==> config.mk <==
export PLATFORM = sky130hd
export DESIGN_NAME = hv_relay_precharge_sequencer
export DESIGN_NICKNAME = d
export VERILOG_FILES = /design/src/sv/hvps_pkg.sv /design/src/sv/hvps_core.sv /design/src/sv/hv_relay_precharge_sequencer.sv
export VERILOG_INCLUDE_DIRS = /design/src /design/src/sv
export SDC_FILE = /design/constraint.sdc
export NUM_CORES = 1
export LEC_CHECK = 0
export ABC_AREA = 1
export CAP_MARGIN = 20
export CORE_ASPECT_RATIO = 0.8
export CORE_UTILIZATION = 45
export DETAILED_ROUTE_END_ITERATION = 10
export DONT_BUFFER_PORTS = 1
export PLACE_DENSITY = 0.63
export SYNTH_ARGS = -nofsm -noshare
export SYNTH_HDL_FRONTEND = slang
export SYNTH_SLANG_ARGS = --single-unit
==> constraint.sdc <==
create_clock -name clk_i -period 6.4 [get_ports clk_i]
set_input_delay 0.64 -clock clk_i [delete_from_list [all_inputs] [get_ports clk_i]]
set_output_delay 0.64 -clock clk_i [all_outputs]
set_load 0.1 [all_outputs]
==> src/sv/hv_relay_precharge_sequencer_assert.svh <==
// Assertion macros for the relay precharge sequencer.
// No dependencies; included by the modules that check their own logic.
`ifndef HV_RELAY_PRECHARGE_SEQUENCER_ASSERT_SVH
`define HV_RELAY_PRECHARGE_SEQUENCER_ASSERT_SVH

// same-cycle implication, checked outside reset
`define HVPS_ASSERT_NOW(lbl, clk, rst_n, ante, cons) \
  lbl: assert property (@(posedge clk) disable iff (!(rst_n)) (ante) |-> (cons)) \
    else $error("hvps: same-cycle check failed");

// next-cycle implication, checked outside reset
`define HVPS_ASSERT_NEXT(lbl, clk, rst_n, ante, cons) \
  lbl: assert property (@(posedge clk) disable iff (!(rst_n)) (ante) |=> (cons)) \
    else $error("hvps: next-cycle check failed");

`endif

==> src/sv/hvps_pkg.sv <==
// Types and constants of the relay precharge sequencer.
// No dependencies; used by hvps_core and the top level.
package hvps_pkg;

  localparam int unsigned VOLT_FIELD_W = 20;
  localparam int unsigned TIME_W       = 32;
  localparam int unsigned RATIO_W      = 8;
  localparam int unsigned PTIME_W      = 16;
  localparam int unsigned CODE_W       = 8;
  localparam int unsigned CFG_IDX_W    = 2;
  localparam int unsigned CFG_DATA_W   = 20;

  localparam logic [TIME_W-1:0] ALIVE_LIMIT_MS = 32'd1000;

  localparam logic [CFG_IDX_W-1:0] CFG_RATIO     = 2'd0;
  localparam logic [CFG_IDX_W-1:0] CFG_MIN_VOLT  = 2'd1;
  localparam logic [CFG_IDX_W-1:0] CFG_PRE_TIME  = 2'd2;

  localparam logic [RATIO_W-1:0]      RATIO_RST    = 8'd230;
  localparam logic [VOLT_FIELD_W-1:0] MIN_VOLT_RST = 20'd0;
  localparam logic [PTIME_W-1:0]      PRE_TIME_RST = 16'd500;

  localparam logic [1:0] RELAY_OPEN      = 2'd0;
  localparam logic [1:0] RELAY_PRECHARGE = 2'd1;
  localparam logic [1:0] RELAY_CLOSED    = 2'd2;

  typedef enum logic [2:0] {
    PH_OPEN      = 3'b001,
    PH_PRECHARGE = 3'b010,
    PH_CLOSED    = 3'b100
  } phase_e;

  typedef struct packed {
    logic [TIME_W-1:0]       now_ms;
    logic                    master_switch_on;
    logic                    activation_press;
    logic                    charger_present;
    logic [VOLT_FIELD_W-1:0] pack_voltage_mv;
    logic [VOLT_FIELD_W-1:0] car_voltage_mv;
    logic                    fault_valid;
    logic [CODE_W-1:0]       fault_code;
  } in_t;

  typedef struct packed {
    logic [1:0]        relay_state;
    logic              fault_line_ok;
    logic              alive_led;
    logic              error_led;
    logic              charge_disable;
    logic              fault_latched;
    logic [CODE_W-1:0] latched_code;
  } out_t;

  typedef struct packed {
    logic [RATIO_W-1:0]      ratio;
    logic [VOLT_FIELD_W-1:0] min_volt;
    logic [PTIME_W-1:0]      pre_time;
  } cfg_t;

  typedef struct packed {
    phase_e            phase;
    logic [TIME_W-1:0] begin_ms;
    logic              pending;
    logic              fault;
    logic              lamp;
    logic [CODE_W-1:0] code;
  } state_t;

endpackage

==> src/sv/hvps_core.sv <==
// Per-tick transition logic of the relay precharge sequencer.
// Depends on hvps_pkg and the assertion macro header.
`include "hv_relay_precharge_sequencer_assert.svh"

module hvps_core #(
  parameter int unsigned VOLT_WIDTH = 20
) (
  input  logic            clk_i,
  input  logic            rst_ni,
  input  logic            step_i,
  input  hvps_pkg::in_t    item_i,
  input  hvps_pkg::cfg_t   cfg_i,
  input  hvps_pkg::state_t state_i,
  output hvps_pkg::state_t state_o,
  output hvps_pkg::out_t   result_o
);

  localparam int unsigned VW =
    (VOLT_WIDTH < hvps_pkg::VOLT_FIELD_W) ? VOLT_WIDTH : hvps_pkg::VOLT_FIELD_W;
  localparam int unsigned PW = VW + hvps_pkg::RATIO_W;

  logic [VW-1:0]                 car_v;
  logic [VW-1:0]                 pack_v;
  logic [VW-1:0]                 min_v;
  logic [PW-1:0]                 car_scaled;
  logic [PW-1:0]                 pack_scaled;
  logic [hvps_pkg::TIME_W-1:0]   elapsed;
  logic                          volt_ok;
  logic                          time_ok;
  logic                          sw;
  logic                          abort_now;
  logic                          pend;
  logic                          disable_now;
  hvps_pkg::phase_e              phase_d;
  logic [hvps_pkg::TIME_W-1:0]   begin_d;

  assign car_v       = item_i.car_voltage_mv[VW-1:0];
  assign pack_v      = item_i.pack_voltage_mv[VW-1:0];
  assign min_v       = cfg_i.min_volt[VW-1:0];
  assign car_scaled  = {car_v, {hvps_pkg::RATIO_W{1'b0}}};
  assign pack_scaled = PW'(pack_v) * PW'(cfg_i.ratio);
  assign volt_ok     = (car_scaled > pack_scaled) && (car_v > min_v);
  assign elapsed     = item_i.now_ms - state_i.begin_ms;
  assign time_ok     = elapsed > hvps_pkg::TIME_W'(cfg_i.pre_time);
  assign sw          = item_i.master_switch_on;
  assign abort_now   = !sw || state_i.fault;

  always_comb begin
    pend        = (state_i.pending || item_i.activation_press) && sw;
    phase_d     = state_i.phase;
    begin_d     = state_i.begin_ms;
    disable_now = 1'b0;
    case (state_i.phase)
      hvps_pkg::PH_PRECHARGE: begin
        if (abort_now) begin
          phase_d     = hvps_pkg::PH_OPEN;
          disable_now = 1'b1;
        end else if (volt_ok && time_ok) begin
          phase_d = hvps_pkg::PH_CLOSED;
        end
      end
      hvps_pkg::PH_CLOSED: begin
        if (abort_now) begin
          phase_d     = hvps_pkg::PH_OPEN;
          disable_now = 1'b1;
        end
      end
      default: begin
        phase_d = hvps_pkg::PH_OPEN;
        if ((pend || item_i.charger_present) && sw && !state_i.fault) begin
          pend    = 1'b0;
          phase_d = hvps_pkg::PH_PRECHARGE;
          begin_d = item_i.now_ms;
        end
      end
    endcase
  end

  always_comb begin
    state_o.phase    = phase_d;
    state_o.begin_ms = begin_d;
    state_o.pending  = pend;
    state_o.fault    = state_i.fault || item_i.fault_valid;
    state_o.lamp     = state_i.lamp || state_i.fault;
    state_o.code     = item_i.fault_valid ? item_i.fault_code : state_i.code;
  end

  always_comb begin
    case (phase_d)
      hvps_pkg::PH_PRECHARGE: result_o.relay_state = hvps_pkg::RELAY_PRECHARGE;
      hvps_pkg::PH_CLOSED:    result_o.relay_state = hvps_pkg::RELAY_CLOSED;
      default:                result_o.relay_state = hvps_pkg::RELAY_OPEN;
    endcase
    result_o.fault_line_ok  = !state_i.fault;
    result_o.alive_led      = item_i.now_ms < hvps_pkg::ALIVE_LIMIT_MS;
    result_o.error_led      = state_o.lamp;
    result_o.charge_disable = disable_now;
    result_o.fault_latched  = state_o.fault;
    result_o.latched_code   = state_o.code;
  end

  `HVPS_ASSERT_NOW(a_close_needs_clean, clk_i, rst_ni,
    step_i && state_i.phase == hvps_pkg::PH_PRECHARGE && phase_d == hvps_pkg::PH_CLOSED,
    sw && !state_i.fault && volt_ok && time_ok)
  `HVPS_ASSERT_NOW(a_disable_opens, clk_i, rst_ni,
    step_i && disable_now, phase_d == hvps_pkg::PH_OPEN && abort_now)
  `HVPS_ASSERT_NOW(a_no_start_on_fault, clk_i, rst_ni,
    step_i && state_i.fault, phase_d != hvps_pkg::PH_PRECHARGE ||
    state_i.phase == hvps_pkg::PH_PRECHARGE)

endmodule

==> src/sv/hv_relay_precharge_sequencer.sv <==
// Top level of the relay precharge sequencer: input register, state, result register.
// Depends on hvps_pkg, hvps_core and the assertion macro header.
//
//   channel | signals                                   | direction
//   in      | in_valid_i / in_ready_o / in_data_i       | tick beat in
//   out     | out_valid_o / out_ready_i / out_data_o    | result beat out
//   cfg     | cfg_valid_i / cfg_ready_o / cfg_index_i, cfg_data_i | register write
//
// A tick beat is held in the input register after acceptance, then passes the transition
// logic into the result register, from which its result can be taken. One beat per cycle
// is sustained while results are taken; state updates as a beat moves from input register
// to result register.
// Reset opens the relays, clears the fault latch and loads register defaults.
// A stalled result holds the pipeline; the input register still takes one more beat.
`include "hv_relay_precharge_sequencer_assert.svh"

module hv_relay_precharge_sequencer #(
  parameter int unsigned VOLT_WIDTH = 20
) (
  input  logic                               clk_i,
  input  logic                               rst_ni,
  input  logic                               in_valid_i,
  output logic                               in_ready_o,
  input  hvps_pkg::in_t                      in_data_i,
  output logic                               out_valid_o,
  input  logic                               out_ready_i,
  output hvps_pkg::out_t                     out_data_o,
  input  logic                               cfg_valid_i,
  output logic                               cfg_ready_o,
  input  logic [hvps_pkg::CFG_IDX_W-1:0]     cfg_index_i,
  input  logic [hvps_pkg::CFG_DATA_W-1:0]    cfg_data_i
);

  logic             s1_valid_q;
  hvps_pkg::in_t    s1_data_q;
  logic             out_valid_q;
  hvps_pkg::out_t   out_data_q;
  hvps_pkg::state_t state_q;
  hvps_pkg::state_t state_d;
  hvps_pkg::out_t   result_d;
  hvps_pkg::cfg_t   cfg_q;
  logic             advance;

  assign advance     = s1_valid_q && (!out_valid_q || out_ready_i);
  assign in_ready_o  = !s1_valid_q || advance;
  assign out_valid_o = out_valid_q;
  assign out_data_o  = out_data_q;
  assign cfg_ready_o = 1'b1;

  hvps_core #(
    .VOLT_WIDTH(VOLT_WIDTH)
  ) u_core (
    .clk_i    (clk_i),
    .rst_ni   (rst_ni),
    .step_i   (advance),
    .item_i   (s1_data_q),
    .cfg_i    (cfg_q),
    .state_i  (state_q),
    .state_o  (state_d),
    .result_o (result_d)
  );

  always_ff @(posedge clk_i or negedge rst_ni) begin
    if (!rst_ni) begin
      cfg_q.ratio    <= hvps_pkg::RATIO_RST;
      cfg_q.min_volt <= hvps_pkg::MIN_VOLT_RST;
      cfg_q.pre_time <= hvps_pkg::PRE_TIME_RST;
    end else if (cfg_valid_i) begin
      case (cfg_index_i)
        hvps_pkg::CFG_RATIO:    cfg_q.ratio    <= cfg_data_i[hvps_pkg::RATIO_W-1:0];
        hvps_pkg::CFG_MIN_VOLT: cfg_q.min_volt <= cfg_data_i;
        hvps_pkg::CFG_PRE_TIME: cfg_q.pre_time <= cfg_data_i[hvps_pkg::PTIME_W-1:0];
        default: begin
        end
      endcase
    end
  end

  always_ff @(posedge clk_i or negedge rst_ni) begin
    if (!rst_ni) begin
      s1_valid_q  <= 1'b0;
      out_valid_q <= 1'b0;
      state_q     <= '{phase: hvps_pkg::PH_OPEN, begin_ms: '0, pending: 1'b0,
                       fault: 1'b0, lamp: 1'b0, code: '0};
    end else begin
      if (in_ready_o) begin
        s1_valid_q <= in_valid_i;
      end
      if (advance) begin
        out_valid_q <= 1'b1;
        state_q     <= state_d;
      end else if (out_ready_i) begin
        out_valid_q <= 1'b0;
      end
    end
  end

  always_ff @(posedge clk_i) begin
    if (in_ready_o && in_valid_i) begin
      s1_data_q <= in_data_i;
    end
    if (advance) begin
      out_data_q <= result_d;
    end
  end

  `HVPS_ASSERT_NOW(a_stall_only_when_full, clk_i, rst_ni,
    !in_ready_o, s1_valid_q && out_valid_q && !out_ready_i)
  `HVPS_ASSERT_NEXT(a_fault_sticks, clk_i, rst_ni,
    state_q.fault, state_q.fault)
  `HVPS_ASSERT_NEXT(a_result_follows_step, clk_i, rst_ni,
    advance, out_valid_q && out_data_q.fault_latched == state_q.fault)
  `HVPS_ASSERT_NOW(a_disable_reports_open, clk_i, rst_ni,
    out_valid_q && out_data_q.charge_disable,
    out_data_q.relay_state == hvps_pkg::RELAY_OPEN)

endmodule

==> results of run 1 <==
[power by group through the flow]
stage               logic, W  registers (W)  clock network (W)
floorplan            0.00294        0.00160                  0
global placement     0.00369        0.00170                  0
detailed placement   0.00374        0.00170                  0
CTS                  0.00378        0.00168            0.00119
global route         0.00499        0.00168            0.00122
finish               0.00430        0.00167            0.00115
[path summary, 6_finish.rpt]
kind                                         from                        to  slack [ps]  depth (start not counted)
setup / recovery            cfg_q[41]$_DFFE_PN1P_  out_data_o[14]$_DFFE_PP_         270                         29
hold / removal                             rst_ni   state_q[21]$_DFFE_PN0P_          70                          1
setup reg to reg            cfg_q[41]$_DFFE_PN1P_  out_data_o[14]$_DFFE_PP_         270                         29
hold reg to reg            state_q[8]$_DFFE_PN0P_    state_q[8]$_DFFE_PN0P_         470                          2
max in group asynchronous                  rst_ni     cfg_q[41]$_DFFE_PN1P_        5180                          1
min in group clk_i                  in_data_i[73]   s1_data_q[73]$_DFFE_PP_         250                          0
[area by class of cell]
class / count / area, sq um
fill: 3398 / 17170
multi-input combinational: 1256 / 8751
sequential: 191 / 5309
inverter: 510 / 1916
tap: 472 / 590.6
clock buffer: 17 / 425.4
timing repair buffer: 40 / 419.2
clock inverter: 15 / 216.5
antenna: 3 / 7.507
[flip-flops by register name, indices dropped and copies added, names as in the netlist]
name	cells
s1_data_q	84
state_q	46
cfg_q	44
out_data_o	15
out_valid_o	1
s1_valid_q	1
[logic make-up after synthesis]
group,Yosys count
compound gates,200
other cells,1
buf+inv,564
xor+xnor,39
flops,191
fa+ha+maj,244
simple gates,772
[what timing repair did]
| item | in CTS | in global routing |
|---|---|---|
| cloned | 0 | 0 |
| endpoints found under the setup margin | 1 | 4 |
| hold buffers | 2 | 0 |
| buffers inserted | 0 | 20 |
| pin swaps | 0 | 15 |
| endpoints found under the hold margin | 81 | 0 |
| gates resized for setup | 1 | 56 |
[through the flow]
step	std cells	setup WS [ps]	cell area (sq um)
after floorplan	2011	590.0	15960
after global placement	2444	177.0	16450
after detailed placement	2444	-12.44	16450
after CTS	2478	59.26	17130
after global routing	2501	-18.15	17630
final	2504	265.1	17630
[routing by layer]
| layer | part of all wire [%] | vias to the layer above | track usage (%) | wire length [um] |
|---|---|---|---|---|
| li1 | - | 6119 | - | - |
| met1 | 50 | 5744 | 33.85 | 19550 |
| met5 | 0.079 | - | 0 | 31 |
| met2 | 41 | 319 | 32.41 | 15980 |
| met3 | 7.5 | 47 | 5.721 | 2954 |
| met4 | 1.6 | 4 | 5.881 | 637 |
[cells in the final DEF, fill, tap and decap left out, types with 5 or more instances in the layout]
| master | count |
|---|---|
| nand2_1 | 538 |
| inv_1 | 498 |
| ha_1 | 122 |
| fa_1 | 109 |
| edfxtp_1 | 99 |
| nor2_1 | 92 |
| o21ai_0 | 86 |
| dfrtp_1 | 79 |
| a21oi_1 | 78 |
| nand3_1 | 48 |
| xor2_1 | 31 |
| buf_4 | 29 |
| nand2_2 | 23 |
| nand4_1 | 20 |
| clkbuf_16 | 17 |
| nand3_2 | 10 |
| nor2_2 | 9 |
| xnor2_1 | 8 |
| dfstp_2 | 8 |
| inv_2 | 7 |
| ha_2 | 7 |
| nor4_1 | 6 |
| ha_4 | 6 |
| nor2_4 | 5 |
| a21oi_2 | 5 |
| nor3_1 | 5 |
| a31oi_1 | 5 |
| clkinv_8 | 5 |
| inv_12 | 5 |
==> impl_metrics.json, run 1 <==
{
  "cp-end-kind": "flip-flop",
  "register_clock_pin_slew_on_the_reported_worst_setup_and_hold_paths_ps": 90,
  "yosysTopAreaCell": "edfxtp_1",
  "internal_power_w": 0.003731,
  "setup-tns-final_ps": 0,
  "drt_first_iter_violations": 756,
  "maximum_number_of_pins_on_one_net_before_global_route_repair": 82,
  "seq_power_share_pct": 23.4,
  "clock_path_buffers": 2,
  "floorplan.die_area_sq_um": 36230,
  "average_cell_area_after_synthesis_sq_um": 7.937,
  "starting_utilization_of_the_core_area_pct": 45.86,
  "fraction_of_the_yosys_area_taken_by_sequential_cells_pct": 33.15,
  "synthesis.instances": 2011,
  "synth_top_area_share_pct": 18.63,
  "holdCritPathClass": "primary input to asynchronous set/reset pin",
  "fmax_mhz": 163.0,
  "synth.ff_latch_count": 191,
  "path_buf_inv": 7,
  "start_kind": "flip-flop",
  "critical_path.max_stage_delay_ps": 700,
  "via_count": 12233,
  "final_min_period_ps": 6135,
  "clock_tree.htree_level_count": 4,
  "compound_cell_area_share_of_the_yosys_netlist_pct": 6.742,
  "port_buffers": 0,
  "drc_errors": 0,
  "synth_area_sq_um": 15960,
  "core.rowCount": 61,
  "share_clk_of_total_power_pct": 16.1,
  "vdd.ir_drop.worst_mv": 0.3178,
  "clock_latency_at_the_later_pin_of_the_worst_skew_pair_ps": 480,
  "path_class": "flip-flop to flip-flop",
  "power.density_nw_per_um2": 403.7,
  "cts_tree": "built",
  "outcome": "completed",
  "grt_pass1_wl_mm": 62.47,
  "timing.critical_path.max_delay_family": "adder cells",
  "synth.mux.area_fraction_pct": 0,
  "post_synthesis_share_of_cell_area_spent_on_and_or_nand_and_nor_gates_pct": 20.23,
  "cts_root_buffer": "clkbuf_16",
  "syn2layout_area_growth_pct": 10.49,
  "synth_top_family_by_area": "adder cells",
  "netlist_top_cells_area": "edfxtp_1, fa_1, nand2_1",
  "skew_ps": 17.24,
  "post_layout_util_pct": 50.67,
  "finalNetCount": 2371,
  "share_comb_of_total_power_pct": 60.5,
  "pins_over_slew_limit": 0,
  "core_area_sq_um": 34800,
  "globalRouteOverflowTotal": 0,
  "critPathRequiredTime_ps": 6620,
  "drive_above_1_share_pct": 8.477,
  "postSynthNetCount": 2366,
  "detail_route.wl_per_cell_um": 15.64,
  "yosys-top-cells-count": "nand2_1, inv_1, ha_1",
  "relSlewSlack_pct": 28.08,
  "crit_path_top_delay_cell": "dfstp_4",
  "routed_wirelength_mm": 39.16,
  "power_switching_w": 0.003388,
  "die_w_um": 212.6,
  "tritoncts.num_buffers": 17,
  "hpwlAfterDp_mm": 30.32,
  "top_count_cell_post_synth": "nand2_1",
  "netlist-cell-type-count": 46,
  "setup_violations": 0,
  "finalHoldWorstSlack_ps": 69.12,
  "area_share_of_fa_ha_maj_cells_after_synthesis_pct": 24.26,
  "max_cap_violations": 0,
  "first_pass_iters": 5,
  "num_io_pins": 129,
  "top_ff_cell_synth": "edfxtp_1",
  "finalHoldViolCount": 0,
  "critPathMaxFanout": 8,
  "synth-xor-area-share_pct": 2.140,
  "synth-async-reset-ratio_pct": 48.17,
  "cp_data_arrival_time_ps": 6360,
  "globalplace.congestion": 0.9210,
  "die_y_um": 170.4,
  "grt_antenna_before_repair": 5,
  "p_leak_nw": 9.588,
  "min_period_over_period_pct": 95.86,
  "worst-slew-pin-transition_ps": 1076,
  "grt_pass1_vias": 11854,
  "detail_route.vias_per_cell": 4.885,
  "gr-usage-all-layers_pct": 22.70,
  "clock_sink_count": 191,
  "yosys_warnings": 0,
  "detail-route-antenna-nets": 0,
  "number_of_flops_mapped_to_enable_cells_by_yosys": 99,
  "power_w": 0.007120,
  "switching_share_pct": 47.59
}
(Power assumes the default switching activity.)
==> run 2, diff against run 1 <==
PLACE_DENSITY = unset   (was 0.63)
==> run 2 against run 1 <==
  * Setup slack improved by 52 ps
  * First-iteration DRC count decreased by 2.4%
  * Sequential power about the same
  * Combinational power about the same
  * Die area unchanged
  * Largest power group unchanged
  * Non-clock buffer count decreased by 2
  * Sequential share of layout area about the same
  * Via count decreased by 0.77%
  * Clock power about the same
  * Design area decreased by 0.31%
  * Critical endpoint unchanged
  * Utilization decreased by 0.16 points
==> impl_metrics.json, run 2 (synthesized netlist as in run 1, its figures left out) <==
{
  "top_regs": "s1_data_q x84, state_q x46, cfg_q x44",
  "path_class": "flip-flop to flip-flop",
  "clock_tree.htree_level_count": 4,
  "post_layout_util_pct": 50.51,
  "die_w_um": 212.6,
  "globalplace.congestion": 0.9005,
  "gr-usage-all-layers_pct": 22.81,
  "maximum_number_of_pins_on_one_net_before_global_route_repair": 90,
  "fmax_mhz": 164.4,
  "detail_route.vias_per_cell": 4.850,
  "power_switching_w": 0.003313,
  "clock_latency_at_the_later_pin_of_the_worst_skew_pair_ps": 470,
  "finalHoldViolCount": 0,
  "finalNetCount": 2369,
  "grt_pass1_wl_mm": 63.29,
  "critPathRequiredTime_ps": 6620,
  "largest-register": "s1_data_q",
  "share_clk_of_total_power_pct": 15.8,
  "grtUsageMet3_pct": 6.625,
  "grt_use_met2_pct": 32.71,
  "critical_path.max_stage_delay_ps": 590,
  "p_leak_nw": 9.574,
  "final_cell_mix": "nand2_1, inv_1, ha_1, fa_1, edfxtp_1",
  "relSlewSlack_pct": 27.62,
  "setup_violations": 0,
  "final-instance-count-excl-fill": 2503,
  "detail-route-antenna-nets": 0,
  "cts_tree": "built",
  "power.density_nw_per_um2": 402.1,
  "vdd.ir_drop.worst_mv": 0.3502,
  "detail_route.wl_per_cell_um": 15.52,
  "skew_ps": 21.40,
  "tritoncts.num_buffers": 17,
  "die_y_um": 170.4,
  "register_clock_pin_slew_on_the_reported_worst_setup_and_hold_paths_ps": 80,
  "clock_path_buffers": 2,
  "syn2layout_area_growth_pct": 10.14,
  "clock_sink_count": 191,
  "worst-slew-pin-transition_ps": 1083,
  "final_min_period_ps": 6083,
  "first_pass_iters": 4,
  "critPathMaxFanout": 17,
  "drt_first_iter_violations": 738,
  "holdCritPathClass": "primary input to asynchronous set/reset pin",
  "cp_data_arrival_time_ps": 6310,
  "grt_antenna_before_repair": 5,
  "core.rowCount": 61,
  "min_period_over_period_pct": 95.04,
  "core_area_sq_um": 34800,
  "floorplan.die_area_sq_um": 36230,
  "seq_power_share_pct": 23.3,
  "starting_utilization_of_the_core_area_pct": 45.86,
  "layout_commonest_cell": "nand2_1",
  "largest_register_ffs": 84,
  "internal_power_w": 0.003756,
  "grt_pass1_vias": 12018,
  "n_fill_cell": 3413,
  "placed_cells": 2447,
  "hpwlAfterDp_mm": 30.47,
  "global_route.usage.met1_pct": 33.51,
  "crit_path_top_delay_cell": "dfstp_2",
  "finalHoldWorstSlack_ps": 93.74,
  "num_io_pins": 129,
  "outcome": "completed",
  "via_count": 12139,
  "cts_root_buffer": "clkbuf_16",
  "port_buffers": 0,
  "globalRouteOverflowTotal": 0,
  "power_w": 0.007069,
  "max_cap_violations": 0,
  "cp-end-kind": "flip-flop",
  "routed_wirelength_mm": 38.84,
  "switching_share_pct": 46.87,
  "drive_above_1_share_pct": 7.795,
  "share_comb_of_total_power_pct": 60.9,
  "drc_errors": 0,
  "start_kind": "flip-flop",
  "pins_over_slew_limit": 0,
  "global_route.peak_usage_layer": "met1"
}
run 2: metal layers:
layer | wire (um) | vias up | part of all wire, %
met5 | 14 | - | 0.036
met4 | 508 | 2 | 1.3
met3 | 2876 | 33 | 7.4
met2 | 15920 | 282 | 41
met1 | 19520 | 5707 | 50
li1 | - | 6115 | -
run 2: final timing paths:
check                      slack (ps)  depth (start not counted)                    from                  endpoint
min                                90                          1                  rst_ni   state_q[21]$_DFFE_PN0P_
max                               320                         28   cfg_q[42]$_DFFE_PN1P_  out_data_o[14]$_DFFE_PP_
max in group asynchronous        5440                          1                  rst_ni     cfg_q[38]$_DFFE_PN1P_
max reg2reg                       320                         28   cfg_q[42]$_DFFE_PN1P_  out_data_o[14]$_DFFE_PP_
min reg2reg                       470                          2  state_q[8]$_DFFE_PN0P_    state_q[8]$_DFFE_PN0P_
min in group clk_i                260                          0           in_data_i[18]   s1_data_q[18]$_DFFE_PP_
run 2: cell type report:
| type | instances | area, sq um | share of cell area (%) |
|---|---|---|---|
| Antenna cell | 4 | 10.01 | 0.05694 |
| Clock buffer | 19 | 442.9 | 2.520 |
| Clock inverter | 13 | 168.9 | 0.9609 |
| Inverter | 510 | 1917 | 10.90 |
| Multi-Input combinational cell | 1256 | 8725 | 49.63 |
| Sequential cell | 191 | 5290 | 30.09 |
| Tap cell | 472 | 590.6 | 3.359 |
| Timing Repair Buffer | 38 | 435.4 | 2.477 |
run 2: repair_timing:
item	4_1_cts	5_1_grt
gates resized for setup	0	45
hold endpoints to repair	89	0
buffers inserted	0	16
hold buffers	2	0
endpoints found under the setup margin	0	4
run 2: through the flow:
step                setup slack (ps)  TNS, ps  instance area [sq um]
floorplan                      590.0        0                  15960
global placement               268.5        0                  16510
detailed placement             31.94        0                  16510
CTS                            6.308        0                  17160
global route                  -63.98   -138.5                  17570
finish                         317.4        0                  17580
run 2: critical path, delay by kind of cell, from the launching register on:
family,cells,cell delay [ps]
DFF,1,590
and+or+nand+nor,14,1780
AOI/OAI and AO/OA,2,170
buffers and inverters,5,400
xor gates and xnor gates,1,150
adders and majority gates,6,2710
run 2: power by group through the flow:
| stage | Sequential [W] | Clock [W] | Combinational [W] |
|---|---|---|---|
| floorplan | 0.00160 | 0 | 0.00294 |
| global placement | 0.00167 | 0 | 0.00373 |
| detailed placement | 0.00167 | 0 | 0.00378 |
| CTS | 0.00165 | 0.00115 | 0.00383 |
| global route | 0.00167 | 0.00119 | 0.00498 |
| finish | 0.00165 | 0.00112 | 0.00430 |
==> run 3, diff against run 2 <==
HOLD_SLACK_MARGIN = 0.1   (was unset)
PLACE_DENSITY = 0.56   (was unset)
==> run 3 against run 2 <==
  * Cell count increased by 0.44%
  * Die area unchanged
  * Total power rose by 6.3%
  * Routed wire length up 2.0%
  * Critical path type unchanged
  * Highest routed layer unchanged
==> impl_metrics.json, run 3 (synthesized netlist as in run 1, its figures left out) <==
{
  "core.rowCount": 61,
  "cts_tree": "built",
  "start_kind": "flip-flop",
  "floorplan.die_area_sq_um": 36230,
  "max_cap_violations": 0,
  "drt_first_iter_violations": 771,
  "largest_register_ffs": 84,
  "min_period_over_period_pct": 95.75,
  "worst-slew-pin-transition_ps": 1076,
  "routed_wirelength_mm": 39.61,
  "die_w_um": 212.6,
  "syn2layout_area_growth_pct": 11.70,
  "top_layer_used": "met5",
  "final_cell_mix": "nand2_1, inv_1, ha_1, fa_1, edfxtp_1",
  "gr-usage-all-layers_pct": 22.69,
  "layout_commonest_cell": "nand2_1",
  "cts_root_buffer": "clkbuf_16",
  "post_layout_util_pct": 51.23,
  "outcome": "completed",
  "globalplace.congestion": 0.8816,
  "via_count": 12247,
  "core_area_sq_um": 34800,
  "final_min_period_ps": 6128,
  "wl_met1_mm": 20.13,
  "path_class": "flip-flop to flip-flop",
  "setup-tns-final_ps": 0,
  "num_io_pins": 129,
  "power.density_nw_per_um2": 421.4,
  "relSlewSlack_pct": 28.05,
  "maximum_number_of_pins_on_one_net_before_global_route_repair": 93,
  "top_regs": "s1_data_q x84, state_q x46, cfg_q x44",
  "detail_route.vias_per_cell": 4.872,
  "clock_path_buffers": 2,
  "detail_route.wl_per_cell_um": 15.75,
  "finalHoldViolCount": 0,
  "finalNetCount": 2380,
  "regToRegStartpoint": "cfg_q[41]$_DFFE_PN1P_",
  "finalHoldWorstSlack_ps": 95.48,
  "timing.critical_path.depth": 28,
  "grt_pass1_vias": 11727,
  "clock_tree.htree_level_count": 4,
  "power_w": 0.007513,
  "largest-register": "s1_data_q",
  "crit_path_top_delay_cell": "dfstp_4",
  "met3_wirelength_mm": 2.946,
  "final-instance-count-excl-fill": 2514,
  "starting_utilization_of_the_core_area_pct": 45.86,
  "die_y_um": 170.4,
  "grt_pass1_wl_mm": 62.56,
  "skew_ps": 19.98,
  "reg2reg_slack_ps": 270,
  "clock_sink_count": 191,
  "setup_violations": 0,
  "port_buffers": 0,
  "critPathLaunch": "cfg_q[41]$_DFFE_PN1P_",
  "met2_length_mm": 15.92,
  "timing.critical_path.to": "out_data_o[14]$_DFFE_PP_",
  "cp-end-kind": "flip-flop",
  "pins_over_slew_limit": 0,
  "clock_latency_at_the_later_pin_of_the_worst_skew_pair_ps": 480,
  "drive_above_1_share_pct": 9.372,
  "register_clock_pin_slew_on_the_reported_worst_setup_and_hold_paths_ps": 90,
  "first_pass_iters": 5,
  "critical_path.max_stage_delay_ps": 660,
  "placed_cells": 2453,
  "cp_data_arrival_time_ps": 6340,
  "holdCritPathClass": "primary input to asynchronous set/reset pin",
  "p_leak_nw": 9.643,
  "critPathMaxFanout": 5,
  "detail-route-antenna-nets": 0,
  "vdd.ir_drop.worst_mv": 0.3871,
  "grt_antenna_before_repair": 7,
  "critical_path.reg2reg.endpoint": "out_data_o[14]$_DFFE_PP_",
  "globalRouteOverflowTotal": 0,
  "timing.reg2reg.worst_path_depth": 28,
  "fmax_mhz": 163.2,
  "tritoncts.num_buffers": 17,
  "timing.critical_path.max_delay_family": "adder cells",
  "drc_errors": 0,
  "path_buf_inv": 5,
  "critPathRequiredTime_ps": 6610,
  "path_common_cell": "fa_1",
  "hpwlAfterDp_mm": 30.58
}
==> run 3: cell count changes in the layout (fill, tap and decap cells not counted), moves of 3 or more <==
| cell | change |
|---|---|
| buf_4 | +8 |
| a21oi_1 | -7 |
| a21oi_2 | +7 |
| ha_4 | +7 |
| ha_1 | -6 |
| buf_8 | +5 |
| clkinv_8 | +3 |
| dfstp_2 | -3 |
| dfstp_4 | +3 |
| inv_6 | -3 |
==> run 3: power by group <==
part,internal (W),switching [W]
sequential,0.00144,0.000210
combinational,0.00203,0.00272
clock,0.000536,0.000583
==> run 3: how the worst min path moves through the flow <==
stage	slack (ps)	from	cells after the start	endpoint
2_1_floorplan	340	rst_ni	0	cfg_q[0]$_DFFE_PN0P_
3_3_place_gp	350	rst_ni	0	state_q[14]$_DFFE_PN0P_
3_5_place_dp	350	rst_ni	0	state_q[15]$_DFFE_PN0P_
4_1_cts	100	rst_ni	1	state_q[24]$_DFFE_PN0P_
5_1_grt	130	rst_ni	1	state_q[24]$_DFFE_PN0P_
6_report	100	rst_ni	1	state_q[24]$_DFFE_PN0P_
==> run 3: layout make-up <==
cell class | count | area [sq um]
multi-input cells | 1256 | 8861
fillers | 3386 | 16980
well taps | 472 | 590.6
clock inverters | 14 | 192.7
repair buffers | 49 | 524.3
clock buffers | 18 | 429.2
flip-flops and latches | 191 | 5304
inverters | 510 | 1917
diodes | 4 | 10.01
==> run 3: repair_timing <==
item	4_1_cts	5_1_grt
gates resized for setup	1	77
gates cloned	0	0
endpoints found under the hold margin	92	0
pin swaps	0	30
buffers inserted	0	22
setup endpoints to repair	4	4
hold buffers	1	0
==> run 3: per-stage QoR <==
step	worst slack (ps)	cell area (sq um)
after CTS	37.37	17200
after global placement	77.33	16540
after floorplan	590.0	15960
after detailed placement	-38.70	16540
after global routing	-34.48	17820
final	271.7	17830
==> run 3: layer usage <==
| layer | vias up | GRT usage (%) |
|---|---|---|
| li1 | 6120 | - |
| met1 | 5769 | 34.62 |
| met2 | 314 | 31.61 |
| met3 | 38 | 5.499 |
| met4 | 6 | 5.818 |
| met5 | - | 0 |
==> run 3: worst reg2reg max path: cells and delay by family (launching register included) <==
family | cells | cell delay [ps]
buf+inv | 5 | 430
flops | 1 | 660
xor+xnor | 1 | 170
compound gates | 8 | 1250
simple gates | 8 | 660
fa+ha+maj | 6 | 2720
